[src/rtl/core/xxh64_mul.sv]
// 64x64 multiplier keeping the low 64 bits, one 32x32 product per cycle
module xxh64_mul (
	input  logic        clk,
	input  logic        arst_n,
	input  logic        start,
	input  logic [63:0] a,
	input  logic [63:0] b,
	output logic [63:0] p,
	output logic        done
);

	logic [63:0] a_q;
	logic [63:0] b_q;
	logic [63:0] p_q;
	logic [1:0]  step_q;
	logic        busy_q;
	logic        done_q;
	logic [31:0] ma;
	logic [31:0] mb;
	logic [63:0] prod;

	// partial product select: lo*lo, lo*hi, hi*lo
	assign ma   = (step_q == 2'd2) ? a_q[63:32] : a_q[31:0];
	assign mb   = (step_q == 2'd1) ? b_q[63:32] : b_q[31:0];
	assign prod = {32'd0, ma} * {32'd0, mb};
	assign p    = p_q;
	assign done = done_q;

	// operands and accumulation
	always_ff @(posedge clk) begin
		if (start) begin
			a_q <= a;
			b_q <= b;
		end else if (busy_q) begin
			if (step_q == 2'd0) begin
				p_q <= prod;
			end else begin
				p_q <= p_q + {prod[31:0], 32'd0};
			end
		end
	end

	// step control
	always_ff @(posedge clk or negedge arst_n) begin
		if (!arst_n) begin
			step_q <= 2'd0;
			busy_q <= 1'b0;
			done_q <= 1'b0;
		end else if (start) begin
			step_q <= 2'd0;
			busy_q <= 1'b1;
			done_q <= 1'b0;
		end else if (busy_q) begin
			step_q <= step_q + 2'd1;
			if (step_q == 2'd2) begin
				busy_q <= 1'b0;
				done_q <= 1'b1;
			end
		end else begin
			done_q <= 1'b0;
		end
	end

endmodule

[config.mk]
export PLATFORM = sky130hd
export DESIGN_NAME = xxh64_mul
export DESIGN_NICKNAME = d
export VERILOG_FILES = /design/src/rtl/core/xxh64_mul.sv
export SDC_FILE = /design/constraint.sdc
export NUM_CORES = 2
export LEC_CHECK = 0
export BUFFER_PORTS_ARGS = -buffer_cell sky130_fd_sc_hd__buf_2
export CORE_UTILIZATION = 35
export CTS_CLUSTER_SIZE = 40
export DETAILED_ROUTE_END_ITERATION = 10
export PLACE_DENSITY_LB_ADDON = 0.05
export SYNTH_ARGS = -nofsm -noshare
export SYNTH_HDL_FRONTEND = slang
export SYNTH_SLANG_ARGS = --single-unit
[constraint.sdc]
create_clock -name clk -period 11 [get_ports clk]
set_clock_uncertainty 0.1 [all_clocks]
set_input_delay 0.55 -clock clk [delete_from_list [all_inputs] [get_ports clk]]
set_output_delay 0.55 -clock clk [all_outputs]
set_load 0.01 [all_outputs]
# ---- Word-level counts from Yosys, hierarchy flattened
# Index checks and enable logic that the tools add are counted.
dict set report op_classes {
  n_addsub 2
  n_reduce_logical 3
  bitwise 1
  n_eq_ne 3
  mux 11
  multipliers 1
}
# op n
set op_table {}
lappend op_table {{adder 64 bit} 1}
lappend op_table {{multiplier 32 x 32 -> 64 bit} 1}
lappend op_table {{two-way mux 32 bit} 2}
lappend op_table {{two-way mux 64 bit} 1}
lappend op_table {{two-way mux 1 bit} 6}
lappend op_table {{two-way mux 2 bit} 2}
lappend op_table {{inequality test 3 x 2 -> 1 bit, second input constant} 1}
lappend op_table {{adder 2 x 1 -> 2 bit, second input constant} 1}
lappend op_table {{equality test 2 x 1 -> 1 bit, second input constant} 1}
lappend op_table {{equality test 2 bit, second input constant} 1}
lappend op_table {{logical NOT 2 bit} 1}
lappend op_table {{AND reduction 2 bit} 1}
lappend op_table {{nonzero test 2 bit} 1}
lappend op_table {{inverter 1 bit} 1}
dict set report totals {
  register_bits 196
  inputBits 131
  out_inout_bits 65
  word_cells 27
}

# ---- Depth between registers and ports, before layout
dict set report logic_depth {
  word_depth 5
  mapped_depth 39
  depth_no_buf 36
}

# ---- Least setup slack after synthesis
# Ideal clock, no wire load.
dict set report synth_timing {
  path_kind {reg-to-reg}
  startpoint {register step_q[1]}
  endpoint {register p_q[61], in the netlist p[61], data pin}
  synth_period_minus_slack_ns 9.595
  required_time_ns 10.637
  n_path_buf 3
  arrival_ns 9.233
  setup_slack_ns 1.405
  path_stages_with_launch 37
  setup_ns 0.263
  cell_sequence {dfrtp_1 > inv_1 > ha_1 > clkbuf_1 > clkbuf_1 > mux2i_1 > clkbuf_1 > nor2_1 > fa_1 > fa_1 > fa_1 > inv_1 > fa_1 > inv_1 > fa_1 > inv_1 > fa_1 > inv_1 > fa_1 > fa_1 > ha_1 > and4_1 > and4_1 > a32o_1 > a31oi_1 > nand2_1 > xor2_1 > ha_1 > nor2b_1 > o21a_1 > o211ai_1 > nand2_1 > a21o_1 > a21oi_1 > o311ai_0 > a31oi_1 > mux2i_1}
}
dict set report synth_between {
  elab_chain_cells 5
  elab_cells_between_ends 8
  cone_classes {add/sub: 1; mul: 1; eq/ne: 2; mux: 3; reduce/logical: 1}
}
# item line_no
set synth_lines {}
lappend synth_lines {{from (decl)} 15} ;# logic [1:0] step_q;
lappend synth_lines {{from (signal assigned)} 54} ;# step_q <= step_q + 2'd1;
lappend synth_lines {{equality test 2 bit / equality test 2 x 1 -> 1 bit (equally long branches)} {23, 24}}
lappend synth_lines {{two-way mux 32 bit, on equally long branches} {23, 24}}
lappend synth_lines {{multiplier 32 x 32 -> 64 bit} 25} ;# assign prod = {32'd0, ma} * {32'd0, mb};
lappend synth_lines {{adder 64 bit} 38} ;# p_q <= p_q + {prod[31:0], 32'd0};
lappend synth_lines {{two-way mux 64 bit *} 35} ;# if (step_q == 2'd0) begin
lappend synth_lines {{to (signal assigned)} 36} ;# p_q <= prod;
lappend synth_lines {{to (signal assigned)} 38}
lappend synth_lines {{to (decl)} 14} ;# logic [63:0] p_q;
# Mark *: on every way between the ends. The rest lies on a longest branch, timed or not.
# A chain may end at the register's enable or synchronous reset.

# ---- Worst setup path in the final report
dict set report layout_timing {
  startpoint {register step_q[0]}
  endpoint {register p_q[62], in the netlist p[62], data pin}
}
# Same word-level chain as after synthesis.

==> metrics.yaml <==
die_x_um: 345
crit_path_end_kind: "flip-flop"
ys_warn_count: 0
dr_total_vias: 30300
synth_seq_cells: 196
cp_common_cell: "fa_1"
grt_pass1_vias: 31900
core_area_mm2: 0.116
critPathMaxStageDelay_ns: 0.62
grt_max_degree: 63
max-cap-violations: 0
overflow: 0
multi_input_area_mm2: 0.0313
hp-start: "b[54]"
htree_num_levels: 4
dpl.hpwl_um: 128000
slew_violations: 0
dieHeight_um: 345
hp-class: "input pin to flip-flop"
antenna_found_initial: 3
setup_viol: 0
syn_nets: 5648
grt_first_pass_wirelength_um: 221000
netlist_area_mm2: 0.0412
crit_buf_inv: 7
track_usage: 0.261
rsz0062_at_grt: "no"
fill_cells: 12000
critPathLaunch: "step_q[0]"
cp_max_fo: 25
tns_ns: 0
syn_avg_cell_area_um2: 9.52
synth_edf_count: 192
synth.distinct_cells: 70
via_per_inst: 5.04
syn_inst: 4321
utilization: 0.388
drt_wl_total_um: 150000
path_clk_slew_ns: 0.10
fmax_mhz: 95.4
cp_top_family: "adder cells"
fp-row-count: 125
status: "complete, no violations"
initial_core_util: 0.354
arrival_ns: 10.68
critPathLaunchType: "flip-flop"
layout-drive-gt1-share: 0.105
setup_ws_ns: 0.521
root_buffer: "clkbuf_16"
crit_required_ns: 11.20
cts_made_buffers: 17
timing.final.crit_share: 0.953
critPathSlowestCell: "fa_1"
dp_slack_ns: 0.527
dieArea_mm2: 0.119
tightest_slew_ns: 1.08
place_congestion: 0.903
relSlewSlack: 0.257
ys.flop_type: "edfxtp_1"
cts_num_sinks: 196
critical_path_class: "flip-flop to flip-flop"
area_growth_pct: 9.71
timing.rr.start: "step_q[0]"
hold_viol_final: 0
clk_latency_ns: 0.56
drt_first_iter_violations: 2076
io_buffers: 195
wire_per_inst_um: 25.0
fin_nets: 5801
period_needed_ns: 10.48
ys_seq_area_frac: 0.143
route.detailed.drc: 0
antenna_left: 0
cts_max_path_buffers: 2
tritoncts: "yes"
async_flop_share: 0.0204
firstDrtPassIters: 7
ios: 196
antenna_cells: 0
regArea_mm2: 0.00587
==> area by class of cell <==
cell class / count / share of cell area
clock inverter: 15 / 0.00402
tap: 1524 / 0.0422
multi-input combinational: 3030 / 0.694
timing repair buffer: 337 / 0.0465
sequential: 196 / 0.130
inverter: 892 / 0.0742
clock buffer: 17 / 0.00942
==> repair_timing <==
action | CTS | global route
resized for setup | 0 | 2
hold buffers | 1 | 0
setup buffers | 0 | 0
endpoints found under the hold margin | 4 | 0
setup endpoints to repair | 0 | 2
==> through the flow <==
stage                     hold slack [ns]  instance area (um2)  cells
final                              0.0638                45100   6011
after global routing               0.0445                45100   6011
after CTS                         0.00562                45100   6011
after detailed placement            0.298                44500   5978
after global placement              0.299                44500   5978
after floorplan                     0.154                41200   4321
==> synth_stat cells (all sizes together) (4+ instances only) <==
cell	instances	area (um2)
ha	299	3740
o311ai	4	35.0
xor2	31	272
buf	16	72.6
nor2b	13	81.3
a221oi	4	35.0
nor2	413	1550
a21oi	107	539
or2	4	25.0
o31ai	5	37.5
and3	10	62.6
nand2b	13	81.3
o21a	8	60.1
fa	897	18000
nand3	24	120
clkbuf	187	703
a21o	58	435
or3	4	25.0
mux2	63	709
mux2i	63	631
o21bai	19	143
a31oi	16	100
o31a	5	45.0
dfrtp	4	100
xnor2	54	473
edfxtp	192	5770
and2	44	278
nand4	25	156
inv	892	3350
a211oi	10	80.1
a211o	6	52.6
nor3	8	40.0
nand2	723	2710
o211ai	5	37.5
o21ai	51	259
a311oi	4	41.3
==> final timing paths <==
check | to | slack [ns] | cells past startpoint
worst max register to register | p[62] | 0.52 | 32
worst max-delay path | p[62] | 0.52 | 32
min in group asynchronous | done | 0.28 | 2
worst min-delay path | b_q[54] | 0.06 | 1
worst min register to register | done | 0.47 | 1
max in group asynchronous | step_q[1] | 10.36 | 2
==> sequential cells by signal, summed over array words and instances, names as in the netlist <==
| signal | flops |
|---|---|
| done | 1 |
| busy_q | 1 |
| p | 64 |
| step_q | 2 |
| b_q | 64 |
| a_q | 64 |
==> logic make-up after synthesis <==
group                    after synthesis  synth area share
AO/OA/AOI/OAI                        326            0.0515
XOR/XNOR                              85            0.0181
adder cells (fa/ha/maj)             1196             0.527
buffers and inverters               1095             0.100
flip-flops                           196             0.143
multiplexers                         126            0.0326
AND/OR/NAND/NOR                     1297             0.128
==> cell usage in the layout, fill, tap and decap left out, types with 31 or more instances in the layout <==
cell	instances
buf_2	194
mux2i_1	43
buf_4	137
ha_1	296
and2_1	43
mux2_2	62
fa_1	897
nor2_1	413
xor2_1	31
a21o_1	58
edfxtp_1	192
o21ai_0	47
xnor2_1	54
inv_1	892
nand2_1	723
a21oi_1	106
==> metal layers <==
metal  vias up  global-route usage  share of wire
met2       765               0.425           0.47
li1      13400                   -              -
met1     16000               0.371           0.46
met4         0              0.0558          0.018
met5         -                   0              0
met3        79              0.0344          0.050
Power is left out: the tool's default activity adds up to more than one toggle a clock period on the data nets, which glitch-free logic cannot reach.
