[config.mk]
export PLATFORM = sky130hd
export DESIGN_NAME = xxh64_queue
export DESIGN_NICKNAME = d
export VERILOG_FILES = /design/src/rtl/core/xxh64_pkg.sv /design/src/rtl/core/xxh64_queue.sv
export SDC_FILE = /design/constraint.sdc
export NUM_CORES = 1
export LEC_CHECK = 0
export BUFFER_PORTS_ARGS = -buffer_cell sky130_fd_sc_hd__buf_4
export CAP_MARGIN = 20
export CORE_UTILIZATION = 45
export CTS_CLUSTER_SIZE = 20
export DETAILED_ROUTE_END_ITERATION = 16
export PLACE_DENSITY_LB_ADDON = 0.05
export SYNTH_ARGS = -nofsm -noshare
export SYNTH_HDL_FRONTEND = slang
export SYNTH_SLANG_ARGS = --single-unit
export TNS_END_PERCENT = 5
[constraint.sdc]
create_clock -name clk -period 4.5 [get_ports clk]
set_input_delay 0.9 -clock clk [delete_from_list [all_inputs] [get_ports clk]]
set_output_delay 0.9 -clock clk [all_outputs]
set_load 0.01 [all_outputs]
[src/rtl/core/xxh64_pkg.sv]
// shared constants, item type and helpers of the xxhash64 stream hasher
package xxh64_pkg;

	localparam logic [63:0] PR1 = 64'h9E3779B185EBCA87;
	localparam logic [63:0] PR2 = 64'hC2B2AE3D27D4EB4F;
	localparam logic [63:0] PR3 = 64'h165667B19E3779F9;
	localparam logic [63:0] PR4 = 64'h85EBCA77C2B2AE63;
	localparam logic [63:0] PR5 = 64'h27D4EB2F165667C5;

	// item classes decided by the front
	localparam logic [1:0] OP_BUF = 2'd0;
	localparam logic [1:0] OP_ABS = 2'd1;
	localparam logic [1:0] OP_FIN = 2'd2;

	typedef struct packed {
		logic [63:0] word;
		logic [3:0]  cnt;
		logic [1:0]  op;
		logic        first;
	} item_t;

	// rotate left by a nonzero constant amount
	function automatic logic [63:0] rotl64(input logic [63:0] v, input int n);
		return (v << n) | (v >> (64 - n));
	endfunction

endpackage

[src/rtl/core/xxh64_queue.sv]
// two-entry queue between front and back
module xxh64_queue import xxh64_pkg::*; (
	input  logic  clk,
	input  logic  arst_n,
	input  logic  push,
	input  item_t push_item,
	input  logic  pop,
	output logic  full,
	output logic  q_valid,
	output item_t q_item
);

	item_t      mem_q [2];
	logic       wr_ptr_q;
	logic       rd_ptr_q;
	logic [1:0] cnt_q;

	assign full    = (cnt_q == 2'd2);
	assign q_valid = (cnt_q != 2'd0);
	assign q_item  = mem_q[rd_ptr_q];

	// storage
	always_ff @(posedge clk) begin
		if (push) begin
			mem_q[wr_ptr_q] <= push_item;
		end
	end

	// pointers and fill count
	always_ff @(posedge clk or negedge arst_n) begin
		if (!arst_n) begin
			wr_ptr_q <= 1'b0;
			rd_ptr_q <= 1'b0;
			cnt_q    <= 2'd0;
		end else begin
			if (push) begin
				wr_ptr_q <= ~wr_ptr_q;
			end
			if (pop) begin
				rd_ptr_q <= ~rd_ptr_q;
			end
			if (push && !pop) begin
				cnt_q <= cnt_q + 2'd1;
			end else if (pop && !push) begin
				cnt_q <= cnt_q - 2'd1;
			end
		end
	end

endmodule

# Word-level counts from Yosys, hierarchy flattened
# Memories as Yosys holds them, arrays and structs flattened.
# Cells that the tools add are included.
[totals]
ff_bits = 4
latch_bits = 0
ram_bits = 142
romBits = 0
inputBits = 75
out_inout_bits = 73
word_cells = 19
n_memories = 1
[memory_table]
columns = ["memory", "depth", "width", "rd", "rd_ports_with_merged_regs", "wr", "line", "rtl"]
rows = [
  ["mem_q", 2, 71, 1, 0, 1, "xxh64_queue.sv:13", "item_t mem_q [2];"],
]
[op_classes]
n_addsub = 2
mul = 0
div = 0
magnitude_cmp = 0
n_eq_ne = 1
n_shift = 0
muxes = 4
n_bitwise = 2
reduce_logical = 6
[ops]
columns = ["cell", "count"]
rows = [
  ["2-bit 2-to-1 mux", 2],
  ["2-bit nonzero test", 2],
  ["2-bit by 1-bit adder with 2-bit output (second input constant)", 1],
  ["2-bit == test (second input constant)", 1],
  ["1-bit logical AND", 2],
  ["1-bit zero test", 2],
  ["1-bit 2-to-1 mux", 2],
  ["1-bit inverter", 2],
  ["2-bit by 1-bit subtractor with 2-bit output (second input constant)", 1],
]

# Longest topological paths before layout
# Gate-level depths: netlist (run 1).
[depth]
depth_word = 4
mapped_depth = 5
mapped_depth_nobuf = 5

# Worst setup path after synthesis (run 1)
# OpenSTA, ideal clock, no wires.
[synth_path]
path_kind = "input-to-reg"
from = "in push"
to = "mem mem_q[0][0] in the netlist's numbering (enable)"
setup_time_ns = 0.509
arrival_ns = 4.013
t_required_ns = 3.991
setup_slack_ns = -0.022
stages = 1
path_buffers = 0
path_cell_list = "nor2b_1"
[synth_via]
elab_chain_len = 2
[synth_lines]
columns = ["item", "line", "rtl"]
rows = [
  ["start, declared", "xxh64_queue.sv:5", "input logic push,"],
  ["1-bit 2-to-1 mux", "xxh64_queue.sv:24", "if (push) begin"],
  ["1-bit 2-to-1 mux (implied by the code)", "xxh64_queue.sv:25", "mem_q[wr_ptr_q] <= push_item;"],
  ["end, declared", "xxh64_queue.sv:13", ""],
]
# No other way between the ends.

==> impl_metrics.ini, run 1 <==
[die]
start_util = 0.466
die_h_um = 114
die_w_um = 114
num_rows = 40
core_mm2 = 0.0122
dieArea_mm2 = 0.0130
ios = 148

[power_and_ir_drop]
leakagePower_nw = 2.97
peakVddDrop_v = 0.000359
power_mw = 4.57
powerDensity_mw_per_mm2 = 622

[sta]
fin_crit_sh = 0.710
period_minus_slack_ns = 3.19
hold_viol = 0
clock-skew-final_ns = 0.00297
rsz0062_at_grt = no
final_max_slew_viol_count = 0
setup_viol = 0
timing.hold.ws_ns = 0.284
setup_ws_ns = 1.31
relSlewSlack = 0.330
worst_pin_slew_ns = 1.00
timing.fmax_ghz = 0.313
tns_ns = 0

[route]
post_drt_via_cell_ratio = 4.66
wl_per_cell_um = 16.4
firstDrtPassIters = 4
via_count = 2701
postRouteAntennaNets = 0
routed_wl_um = 9470
first_iter_violations = 137
drc_errors = 0

[final_layout]
final_common_cell = buf_4
nets = 475
mostFrequentLayoutCells = buf_4, edfxtp_1, mux2_4
area_growth_pct = 29.8
insertedDiodeCount = 0
drive_gt1_frac = 0.603
fin_area_mm2 = 0.00735

[clocking]
clk_latency_ns = 0.40
cts_htree_levels = 4
clkSlewWorstSetupHoldPaths_ns = 0.05
cts_tree = yes
cts_hold_buf = 0
clockBufferDepth = 2
cts-root-buf = clkbuf_16
cts_setup_buffers = 0
cts_inserted_buffers = 17
cts_resized = 0
clock_sinks = 146

[worst_setup_path]
path_buf_inv = 2
reg2reg_from = wr_ptr_q
required_ns = 3.60
cp-start-kind = register
ff2ff_path_depth = 1
crit_type = register to primary output
path_common_cell = buf_4
timing.rr.end = mem_q[1][13]
worstPathArrival_ns = 2.29
critical_path.top_delay_family = flip-flops
slowest_delay_ns = 0.93
crit_path_start = rd_ptr_q
cp_max_fo = 41
cp_slowest_cell = dfrtp_4
cp-endpoint = q_item[30]
cp.depth = 3
crit_chain = buf_4 -> mux2_4 -> buf_4
rrSetupSlack_ns = 2.83
critPathCaptureType = primary output

[run_status]
status = finished, final reports clean

[grt]
grt-ovfl-total = 0
grt_max_degree = 72
antenna_found_initial = 0
track_usage = 0.149
first_global_vias = 2668
grt_pass1_wl_um = 13800

[placed_design]
routabilityCongestion = 0.704
portBuffers = 147
placed_area_mm2 = 0.00687
pre_cts_slack_ns = 1.68
dp_hpwl_um = 6150

[min_path]
worstHoldPathType = input pin to async pin

[logic_synthesis]
synth_cell_types = 14
syn_area_per_cell_um2 = 23.9
ys_ff_latch = 146
ys_warn_count = 0
ys_seq_area_frac = 0.771
synth_cells = 237
synth_area_mm2 = 0.00566
synth_nets = 313

[flow_run]
cap_violations = 0
how the worst min path moves through the flow:
stage	from	end	slack (ns)	cells after the start
6_report	arst_n	rd_ptr_q	0.28	1
5_1_grt	arst_n	rd_ptr_q	0.27	1
4_1_cts	arst_n	rd_ptr_q	0.26	1
3_5_place_dp	cnt_q[1]	cnt_q[1]	0.49	1
3_3_place_gp	cnt_q[1]	cnt_q[1]	0.46	1
2_1_floorplan	cnt_q[1]	cnt_q[1]	0.45	1
layer usage:
layer	GRT usage	vias to the layer above	wire length (µm)
met5	0	-	0
met1	0.172	1322	3850
li1	-	1256	-
met2	0.244	107	4820
met3	0.0598	16	631
met4	0.0719	0	176
area by class of cell:
class | count | area [µm²]
tap | 168 | 210
fill | 943 | 4810
clock inverter | 11 | 47.5
inverter | 1 | 3.75
clock buffer | 20 | 437
timing repair buffer | 151 | 1130
sequential | 146 | 4370
multi-input combinational | 82 | 1150
cell usage after synthesis (all sizes together):
library cell | number | area share
xor2 | 4 | 0.0062
xnor2 | 1 | 0.0015
and2 | 1 | 0.0011
inv | 1 | 0.00066
ha | 1 | 0.0022
nor2b | 2 | 0.0022
edfxtp | 142 | 0.75
nor2 | 1 | 0.00066
mux2 | 71 | 0.19
dfrtp | 4 | 0.018
buf | 8 | 0.027
or2 | 1 | 0.0011
sequential cells by signal, indices dropped and copies added (netlist names):
register  cells
mem_q       142
rd_ptr_q      1
wr_ptr_q      1
cnt_q         2
logic make-up after synthesis:
logic type | share of synthesized area
mux | 0.187
flops | 0.771
xor+xnor | 0.00773
buf+inv | 0.0274
fa+ha+maj | 0.00221
simple gates | 0.00508
metrics by stage:
stage | cells | util
after global placement | 548 | 0.565
after CTS | 579 | 0.605
final | 579 | 0.605
after floorplan | 237 | -
after global routing | 579 | 0.605
after detailed placement | 548 | 0.565
report_power, final:
part | internal, mW | switching [mW] | total (mW)
clock network | 0.682 | 0.470 | 1.15
registers | 1.81 | 0.176 | 1.99
logic | 0.857 | 0.575 | 1.43
total | 3.35 | 1.22 | 4.57
Note: power is estimated with default switching activity, not from simulation.
==> run 2: changes to the inputs <==
==> constraint.sdc (replaced) <==
create_clock -name clk -period 2.75 [get_ports clk]
set_input_delay 0.55 -clock clk [delete_from_list [all_inputs] [get_ports clk]]
set_output_delay 0.55 -clock clk [all_outputs]
set_load 0.01 [all_outputs]
==> run 2 against run 1 <==
- non-clock buffer count up 7
- global-route usage increased by 0.42 points
- design area grew 2.1%
- sequential power grew 60%
- first-iteration DRC count fell by 42%
- critical path type unchanged
- hold slack better by 0.042 ns
- wire length is 2.5% higher
- clock power up 83%
- largest power group unchanged
- sequential share of layout area fell by 1.2 points
==> impl_metrics.ini, run 2 (synthesis gave the netlist of run 1 again) <==
[worst_setup_path]
cp-endpoint = q_item[25]
rrSetupSlack_ns = 1.16
cp-start-kind = register
required_ns = 2.20
critPathCaptureType = primary output
path_common_cell = buf_4
crit_chain = buf_4 -> mux2_4 -> buf_4
worstPathArrival_ns = 1.98
cp_slowest_cell = dfrtp_4
slowest_delay_ns = 0.77
cp.depth = 3
timing.rr.end = mem_q[1][35]
path_buf_inv = 2
ff2ff_path_depth = 2
critical_path.top_delay_family = flip-flops
reg2reg_from = wr_ptr_q
cp_max_fo = 27
crit_type = register to primary output
crit_path_start = rd_ptr_q

[sta]
worst_pin_slew_ns = 0.561
tns_ns = 0
setup_ws_ns = 0.223
clock-skew-final_ns = 0.00333
final_max_slew_viol_count = 0
timing.fmax_ghz = 0.396
period_minus_slack_ns = 2.53
rsz0062_at_grt = no
hold_viol = 0
setup_viol = 0
relSlewSlack = 0.626
fin_crit_sh = 0.919

[clocking]
cts_hold_buf = 1
clock_sinks = 146
cts_tree = yes
cts_resized = 0
clockBufferDepth = 2
clk_latency_ns = 0.40
cts-root-buf = clkbuf_16
cts_setup_buffers = 0
cts_inserted_buffers = 17
clkSlewWorstSetupHoldPaths_ns = 0.05
cts_htree_levels = 4

[placed_design]
pre_cts_slack_ns = 0.627
portBuffers = 147
dp_hpwl_um = 6470
routabilityCongestion = 0.674

[die]
num_rows = 40
core_mm2 = 0.0122
die_h_um = 114
ios = 148
dieArea_mm2 = 0.0130
die_w_um = 114
start_util = 0.466

[route]
via_count = 2698
post_drt_via_cell_ratio = 4.60
routed_wl_um = 9720
first_iter_violations = 80
wl_per_cell_um = 16.6
firstDrtPassIters = 4
postRouteAntennaNets = 0
drc_errors = 0

[final_layout]
largest_register = mem_q
top_regs = mem_q (142), cnt_q (2)
mostFrequentLayoutCells = buf_4, edfxtp_1, mux2_4
insertedDiodeCount = 0
largest_register_ffs = 142
nets = 482
final_common_cell = buf_4
area_growth_pct = 32.6
drive_gt1_frac = 0.604
utilization = 0.618

[grt]
grtUsageMet3 = 0.0566
gr-usage-met1 = 0.177
first_global_vias = 2805
grt_max_degree = 46
track_usage = 0.154
antenna_found_initial = 0
grt_pass1_wl_um = 14300
busiest_layer = met2
grt-ovfl-total = 0
met2_usage = 0.251

[min_path]
hold_start = push_item[62]
holdPathStages = 1
worstHoldPathType = input pin to register

[power_and_ir_drop]
powerDensity_mw_per_mm2 = 1040
power_mw = 7.82
leakagePower_nw = 3.04
peakVddDrop_v = 0.000562

[run_status]
status = finished, final reports clean

[flow_run]
cap_violations = 0
run 2: area by class of cell:
cell class	count	area, µm²
clock buffers	23	448
clock inverters	9	88.8
fillers	909	4650
inverters	1	3.75
multi-input cells	82	1150
flip-flops and latches	146	4370
well taps	168	210
repair buffers	158	1240
run 2: power by group:
| part | switching (mW) | internal (mW) |
|---|---|---|
| clock | 0.784 | 1.31 |
| sequential | 0.227 | 2.96 |
| combinational | 1.04 | 1.49 |
| total | 2.05 | 5.77 |
run 2: how the worst min path moves through the flow:
stage                               to  slack (ns)
after global placement        cnt_q[1]        0.35
after global routing      mem_q[0][57]        0.31
after detailed placement      rd_ptr_q        0.35
after CTS                 mem_q[0][62]        0.31
after floorplan               cnt_q[0]        0.25
final                     mem_q[0][62]        0.33
run 2: metal layers:
metal,vias up,wire length [µm]
li1,1275,-
met1,1307,3980
met2,100,4820
met3,16,712
met4,0,204
met5,-,0
run 2: through the flow:
stage	hold slack, ns	cell area [µm²]	cells
final	0.325	7510	587
after global routing	0.307	7510	587
after CTS	0.307	7510	587
after detailed placement	0.351	6960	554
after global placement	0.350	6960	554
after floorplan	0.254	5670	237
