File: src/rtl/core/xxh64_pkg.sv
// shared constants, item type and helpers of the xxhash64 stream hasher
package xxh64_pkg;

	localparam logic [63:0] PR1 = 64'h9E3779B185EBCA87;
	localparam logic [63:0] PR2 = 64'hC2B2AE3D27D4EB4F;
	localparam logic [63:0] PR3 = 64'h165667B19E3779F9;
	localparam logic [63:0] PR4 = 64'h85EBCA77C2B2AE63;
	localparam logic [63:0] PR5 = 64'h27D4EB2F165667C5;

	// item classes decided by the front
	localparam logic [1:0] OP_BUF = 2'd0;
	localparam logic [1:0] OP_ABS = 2'd1;
	localparam logic [1:0] OP_FIN = 2'd2;

	typedef struct packed {
		logic [63:0] word;
		logic [3:0]  cnt;
		logic [1:0]  op;
		logic        first;
	} item_t;

	// rotate left by a nonzero constant amount
	function automatic logic [63:0] rotl64(input logic [63:0] v, input int n);
		return (v << n) | (v >> (64 - n));
	endfunction

endpackage

File: src/rtl/core/xxh64_front.sv
// front: accepts input transactions and classifies them for the back
module xxh64_front import xxh64_pkg::*; (
	input  logic        clk,
	input  logic        arst_n,
	input  logic        in_valid,
	input  logic [63:0] data_word,
	input  logic [3:0]  byte_count,
	input  logic        last_word,
	input  logic        q_full,
	output logic        push,
	output item_t       item
);

	logic       first_q;
	logic [1:0] phase_q;

	assign push = in_valid && !q_full;

	// classify and saturate the byte count
	always_comb begin
		item.word  = data_word;
		item.first = first_q;
		if (!last_word) begin
			item.cnt = 4'd8;
			item.op  = (phase_q == 2'd3) ? OP_ABS : OP_BUF;
		end else begin
			item.cnt = (byte_count > 4'd8) ? 4'd8 : byte_count;
			item.op  = OP_FIN;
		end
	end

	// message position tracking
	always_ff @(posedge clk or negedge arst_n) begin
		if (!arst_n) begin
			first_q <= 1'b1;
			phase_q <= 2'd0;
		end else if (push) begin
			if (last_word) begin
				first_q <= 1'b1;
				phase_q <= 2'd0;
			end else begin
				first_q <= 1'b0;
				phase_q <= phase_q + 2'd1;
			end
		end
	end

endmodule

File: config.mk
export PLATFORM = sky130hd
export DESIGN_NAME = xxh64_front
export DESIGN_NICKNAME = d
export VERILOG_FILES = /design/src/rtl/core/xxh64_pkg.sv /design/src/rtl/core/xxh64_front.sv
export SDC_FILE = /design/constraint.sdc
export NUM_CORES = 1
export LEC_CHECK = 0
export BUFFER_PORTS_ARGS = -buffer_cell sky130_fd_sc_hd__buf_4
export CORE_AREA = 2 2 56 58
export CTS_BUF_LIST = sky130_fd_sc_hd__clkbuf_4
export DETAILED_ROUTE_END_ITERATION = 12
export DIE_AREA = 0 0 58 60
export PLACE_DENSITY_LB_ADDON = 0.2
export SYNTH_ARGS = -nofsm -noshare
export SYNTH_HDL_FRONTEND = slang
export SYNTH_SLANG_ARGS = --single-unit
File: constraint.sdc
create_clock -name clk -period 2.89 [get_ports clk]
set_clock_uncertainty 0.2 [all_clocks]
set_input_delay 0.4335 -clock clk [delete_from_list [all_inputs] [get_ports clk]]
set_output_delay 0.4335 -clock clk [all_outputs]
set_load 0.05 [all_outputs]
[Yosys cells after proc, flatten, opt, wreduce, memory -nomap -nowiden]
Index checks and enable logic that the tools add are counted.
Storage, ports and cells
  output and inout bits: 72
  input port bits: 73
  word-level logic and storage cells: 12
  flip-flop bits (word level): 3
Operators by class
  $lt $le $gt $ge: 1
  $add $sub $neg: 1
  eq/ne operators: 1
  reductions and logical operators: 2
  mux-type cells: 5
Operator list (number)
  2-to-1 mux 6 bit: 1
  > comparator 4 bit (second input constant): 1
  2-to-1 mux 4 bit: 1
  adder 2 x 1 -> 2 bit (second input constant): 1
  equality test 2 bit (second input constant): 1
  2-to-1 mux 1 bit: 2
  2-to-1 mux 2 bit: 1
  logical AND 1 bit: 1
  logical NOT 1 bit: 1

[Depth between registers and ports, before layout]
Gate-level depths: netlist of run 1.
  depth in word-level cells: 3
  depth in mapped cells: 3
  gate-level depth less buffers: 3

[Worst setup path after synthesis of run 1]
No wires, ideal clock.
  kind: reg2out
  start: register phase_q[0]
  end: output port item[1] (netlist name)
  stages on the path, launching flop included: 3
  setup slack: 1.065 ns
  path buffers: 0
  data arrival time: 1.192 ns
  required time: 2.257 ns
  cell sequence: dfrtp_1 ha_1 nor2b_1
RTL lines
  start, declared: RTL line xxh64_front.sv:15  | logic [1:0] phase_q;
  start signal, assigned: RTL line xxh64_front.sv:43  | phase_q <= phase_q + 2'd1;
  end, declared: RTL line xxh64_front.sv:11  | output item_t item

==> results of run 1 <==
-- critical path: stages (launching register included) --
cell and delay [ps]:
dfrtp_1 390, ha_1 200, nor2b_1 140, buf_4 190
-- synthesized netlist by cell type --
master   number  area, sq um
mux2_4        3         45.0
nor2_1        1         3.75
ha_1          1         12.5
dfrtp_1       2         50.1
nor2b_1       2         12.5
and2_1        3         18.8
and2b_1       1         7.51
inv_1         1         3.75
dfstp_2       1         26.3
buf_4        66          495
nor2b_4       1         13.8
-- state kept, by name, summed over array words and instances (netlist names) --
name	cells
first_q	1
phase_q	2
-- logic make-up (layout without fill, tap and decap cells) --
| family | after synthesis | after routing | synth area share [%] |
|---|---|---|---|
| flip-flops | 3 | 3 | 11.1 |
| AND/OR/NAND/NOR | 8 | 8 | 8.17 |
| buffers and inverters | 67 | 22 | 72.4 |
| multiplexers | 3 | 3 | 6.53 |
| adder cells (fa/ha/maj) | 1 | 1 | 1.81 |
-- cell type report --
cell class                      instances  area, sq um  area share (%)
Tap cell                               33         41.3            10.4
Sequential cell                         3         76.3            19.3
Inverter                                1         3.75           0.949
Timing Repair Buffer                   17          130            32.9
Clock buffer                            4         30.0            7.59
Multi-Input combinational cell         12          114            28.8
-- per-stage QoR --
step	total power [mW]	setup slack (ps)	hold WS, ps	utilization, %	instances
final	0.224	1110	279	13.6	70
after global routing	0.241	1040	290	13.6	70
after CTS	0.229	1100	273	13.6	70
after detailed placement	0.143	1170	24.3	12.2	65
after global placement	0.144	1180	26.6	12.2	65
after floorplan	0.358	1060	-62.1	-	82
-- worst paths after layout --
kind,start,endpoint,slack (ps),depth (start not counted)
worst max-delay path,phase_q[0],item[1],1110,3
worst min-delay path,last_word,first_q,280,2
worst max register to register,phase_q[0],phase_q[1],1520,3
worst min register to register,phase_q[1],phase_q[1],330,1
max in group asynchronous,arst_n,first_q,1970,2
min in group asynchronous,arst_n,phase_q[0],340,2
-- routing by layer --
metal  global-route usage, %  up-vias
met5                       0        -
met4                    13.6        0
met3                    5.19       26
met2                    7.14       42
met1                    3.24      102
li1                        -       93
-- placed cells by master (no fill, tap or decap), drive strengths merged --
| master | instances |
|---|---|
| clkbuf | 4 |
| ha | 1 |
| dfrtp | 2 |
| dfstp | 1 |
| buf | 16 |
| nor2b | 3 |
| mux2 | 3 |
| and2b | 1 |
| nor2 | 1 |
| inv | 1 |
| dlygate4sd3 | 1 |
| and2 | 3 |
-- power breakdown --
part / leakage, nW / internal [mW] / switching (mW)
clock: 0.0184 / 0.0610 / 0.0200
combinational: 0.145 / 0.0399 / 0.0406
sequential: 0.0361 / 0.0543 / 0.00771
total: 0.200 / 0.155 / 0.0682
==> metrics.md, run 1 <==
| Metric | Value |
|---|---|
| M1 wire length | `192 microns` |
| Period minus WS final | `1780 ps` |
| Hold WC Path Type | `primary input to register` |
| DP Area | `355 sq um` |
| Clock Path Buffers | `2` |
| Synth Cell Area | `689 sq um` |
| Die X | `58 microns` |
| Layout cell share with drive strength beyond 1 | `67.6%` |
| Clock slew at reported path FFs | `40 ps` |
| Total CTS buffers | `3` |
| Max Used Layer | `met4` |
| Ys Warns | `0` |
| Post-DR wirelength/cell | `14.8 microns` |
| Port bufs | `16` |
| CTS sink count | `3` |
| Post-layout instance area | `395 sq um` |
| Post-CTS sizing | `0` |
| Post-CTS Setup Inserts | `0` |
| RSZ-0062 raised after global routing | `false` |
| Total gr overflow | `0` |
| Syn_nets | `156` |
| LEAKAGE | `0.200 nW` |
| DR iter-0 viols | `0` |
| Core area | `2900 sq um` |
| Post-route ant nets | `0` |
| Area grow syn2layout | `-42.6%` |
| Nets | `112` |
| Setup violators final | `0` |
| Fin. Hold Viols | `0` |
| Initial Utilization | `23.7%` |
| CTS tree | `yes` |
| Final Wtd Congestion | `0.713` |
| Root Driver | `clkbuf_4` |
| Htree depth | `1` |
| Mapped Avg Cell Area | `8.41 sq um` |
| Mapped Cells | `82` |
| Routed length on met3 | `234 microns` |
| Initial antenna violation count | `0` |
| Final period utilization | `61.5%` |
| Worst path arrival time | `1140 ps` |
| Drt drc | `0` |
| Distinct cells, synth | `11` |
| Die ar. | `3480 sq um` |
| Slew HR | `88.5%` |
| Cts hold-fix bufs | `1` |
| Worst slew pin tran | `172 ps` |
| DR vias | `263` |
| Met2 Wirelength | `467 microns` |
| Diode count | `0` |
| Setup crit start kind | `register` |
| Max Clk Rate | `563 MHz` |
| Max-slew violation count | `0` |
| Register bit total from synthesis | `3` |
| Maximum number of pins on one net before global-route repair | `7` |
| Fillers | `327` |
| Final wirelength | `1040 microns` |
| Clock latency on the worst-skew pair | `230 ps` |
| I/O pins | `145` |
| Vias in the first global route | `291` |
| Peak VDD IR | `0.000136 V` |
| First-pass GRT wire length | `1470 microns` |
| Die Ht | `60 microns` |
| Setup total negative slack | `0 ps` |
| GRT Resource Usage Total | `6.06%` |
| Post-synthesis sequential area ratio | `11.1%` |
| Detailed Routing Iterations Pass 1 | `1` |
| Count of max-cap constraint violations | `0` |
| Critical path class | `register to primary output` |
| Crit path max fanout | `3` |
| CP Capture Type | `primary output` |
| Via/cell ratio | `3.76` |
| Pwr/cell area | `565 nW/um^2` |
| Status | `finished, final reports clean` |
| Critical Path RT | `2260 ps` |
| Row count | `20` |
Power figures use the tool's default switching activity.
==> inputs of run 2 (changes only) <==
- clock period: 2.89 -> 1.8 ns (I/O delays scaled with it)
==> run 2 against run 1 <==
  * First-iteration DRC count rose by 1
  * Critical path depth did not move
  * Worst setup slack got worse by 910 ps
  * Largest cell class unchanged
  * Final cell count did not move
  * Core utilization did not move
  * Sequential power rose by 59%
  * Flip-flop and latch count did not move
  * Cell area did not move
  * Via count fell by 3.0%
  * Routed wire length fell by 0.19%
==> metrics.md, run 2 (same netlist as run 1, synthesis figures left out) <==
| Metric | Value |
|---|---|
| Status | `finished, final reports clean` |
| Total gr overflow | `0` |
| Die Ht | `60 microns` |
| CTS sink count | `3` |
| Clock slew at reported path FFs | `40 ps` |
| Logic gate share of total power | `35.4%` |
| Via/cell ratio | `3.64` |
| DP Area | `355 sq um` |
| Critical path class | `register to primary output` |
| LEAKAGE | `0.200 nW` |
| Worst path arrival time | `1120 ps` |
| DR vias | `255` |
| Fin. Hold Viols | `0` |
| CP Capture Type | `primary output` |
| Most common cell after layout, fill and taps aside | `buf_4` |
| DP HPWL | `848 microns` |
| Hold depth | `2` |
| Peak VDD IR | `0.000236 V` |
| Slew HR | `89.1%` |
| Die X | `58 microns` |
| Switching Power | `116 uW` |
| Detailed Routing Iterations Pass 1 | `2` |
| Critical Path RT | `1330 ps` |
| First-pass GRT wire length | `1390 microns` |
| R2R depth | `3` |
| Clock Path Buffers | `2` |
| Crit path max fanout | `3` |
| Setup violators final | `0` |
| Max Clk Rate | `628 MHz` |
| RSZ-0062 raised after global routing | `false` |
| Final period utilization | `88.5%` |
| Flip-flop count of the largest register after layout | `2` |
| Die ar. | `3480 sq um` |
| Max-slew violation count | `0` |
| GRT Resource Usage Total | `5.55%` |
| Crit path cell chain | `ha_1, nor2b_1, buf_4` |
| Power share of the sequential group | `27.1%` |
| Nets | `112` |
| Maximum number of pins on one net before global-route repair | `7` |
| Drt drc | `0` |
| FF/Latch Area | `76.3 sq um` |
| DR iter-0 viols | `1` |
| I/O pins | `145` |
| Vias in the first global route | `264` |
| Layout cell share with drive strength beyond 1 | `67.6%` |
| Final wirelength | `1040 microns` |
| Area grow syn2layout | `-42.6%` |
| Largest Register | `phase_q` |
| Diode count | `0` |
| Worst slew pin tran | `163 ps` |
| Initial antenna violation count | `0` |
| Post-layout instance area | `395 sq um` |
| Clock Power Share | `37.5%` |
| Levels on crit path | `3` |
| Area occupied by multi-input gates | `114 sq um` |
| CTS tree | `yes` |
| Critical path's slowest cell | `dfrtp_1` |
| Net Sw Frac | `31.7%` |
| Final Wtd Congestion | `0.684` |
| Initial Utilization | `23.7%` |
| Total CTS buffers | `3` |
| Setup crit start kind | `register` |
| Fillers | `333` |
| Buf+Inv Stages, Crit Path | `1` |
| Core area | `2900 sq um` |
| Biggest registers after layout | `phase_q (2), first_q (1)` |
| Clock latency on the worst-skew pair | `230 ps` |
| Post-DR wirelength/cell | `14.8 microns` |
| Commonest non-fill, non-tap cells in the layout | `buf_4 (16), clkbuf_4 (4), and2_1 (3), mux2_4 (3)` |
| Internal power | `250 uW` |
| Htree depth | `1` |
| Pwr/cell area | `924 nW/um^2` |
| Max incr delay on CP | `390 ps` |
| Port bufs | `16` |
| Setup total negative slack | `0 ps` |
| Row count | `20` |
| Post-Layout Cell Count | `70` |
| Hold WC Path Type | `primary input to register` |
| Count of max-cap constraint violations | `0` |
| Post-route ant nets | `0` |
| Root Driver | `clkbuf_4` |
| Post-Place Cells | `65` |
| CP delay by family, top | `flip-flops` |
| Period minus WS final | `1590 ps` |
## run 2: cell counts in the layout (fill, tap and decap cells not counted)
Identical to the previous run, type by type.
## run 2: per-stage QoR
stage	utilization, %	setup WS (ps)	hold slack (ps)	power [mW]
floorplan	-	138	-226	0.574
global placement	12.2	402	-134	0.229
detailed placement	12.2	397	-135	0.227
CTS	13.6	191	111	0.375
global route	13.6	136	126	0.389
finish	13.6	207	117	0.365
## run 2: final timing paths
| check | endpoint | slack [ps] | start |
|---|---|---|---|
| worst max-delay path | item[1] | 210 | phase_q[0] |
| worst max register to register | phase_q[1] | 430 | phase_q[0] |
| max in group asynchronous | first_q | 1050 | arst_n |
| min in group asynchronous | phase_q[1] | 160 | arst_n |
| worst min-delay path | first_q | 120 | last_word |
| worst min register to register | phase_q[1] | 330 | phase_q[1] |
## run 2: area by class of cell
type	instances	area share (%)
repair buffers	17	32.9
multi-input cells	12	28.8
flip-flops and latches	3	19.3
well taps	33	10.4
clock buffers	4	7.59
inverters	1	0.949
## run 2: per-layer routing
layer | wire length [microns] | GRT usage [%] | vias up | part of all wire [%]
met5 | 0 | 0 | - | 0
met2 | 421 | 5.84 | 40 | 41
met4 | 131 | 10.6 | 0 | 13
met3 | 244 | 6.06 | 26 | 24
met1 | 240 | 3.49 | 96 | 23
li1 | - | - | 93 | -
## run 2: power groups by stage
stage | clock network, mW | logic, mW | registers, mW
floorplan | 0 | 0.479 | 0.0958
global placement | 0 | 0.129 | 0.0996
detailed placement | 0 | 0.128 | 0.0984
CTS | 0.145 | 0.131 | 0.0989
global route | 0.147 | 0.142 | 0.101
finish | 0.137 | 0.129 | 0.0990
## run 2: timing repair
action	CTS	global route
setup buffers	0	0
hold endpoints to repair	3	0
setup endpoints to repair	0	0
gates resized for setup	0	0
hold buffers	1	0
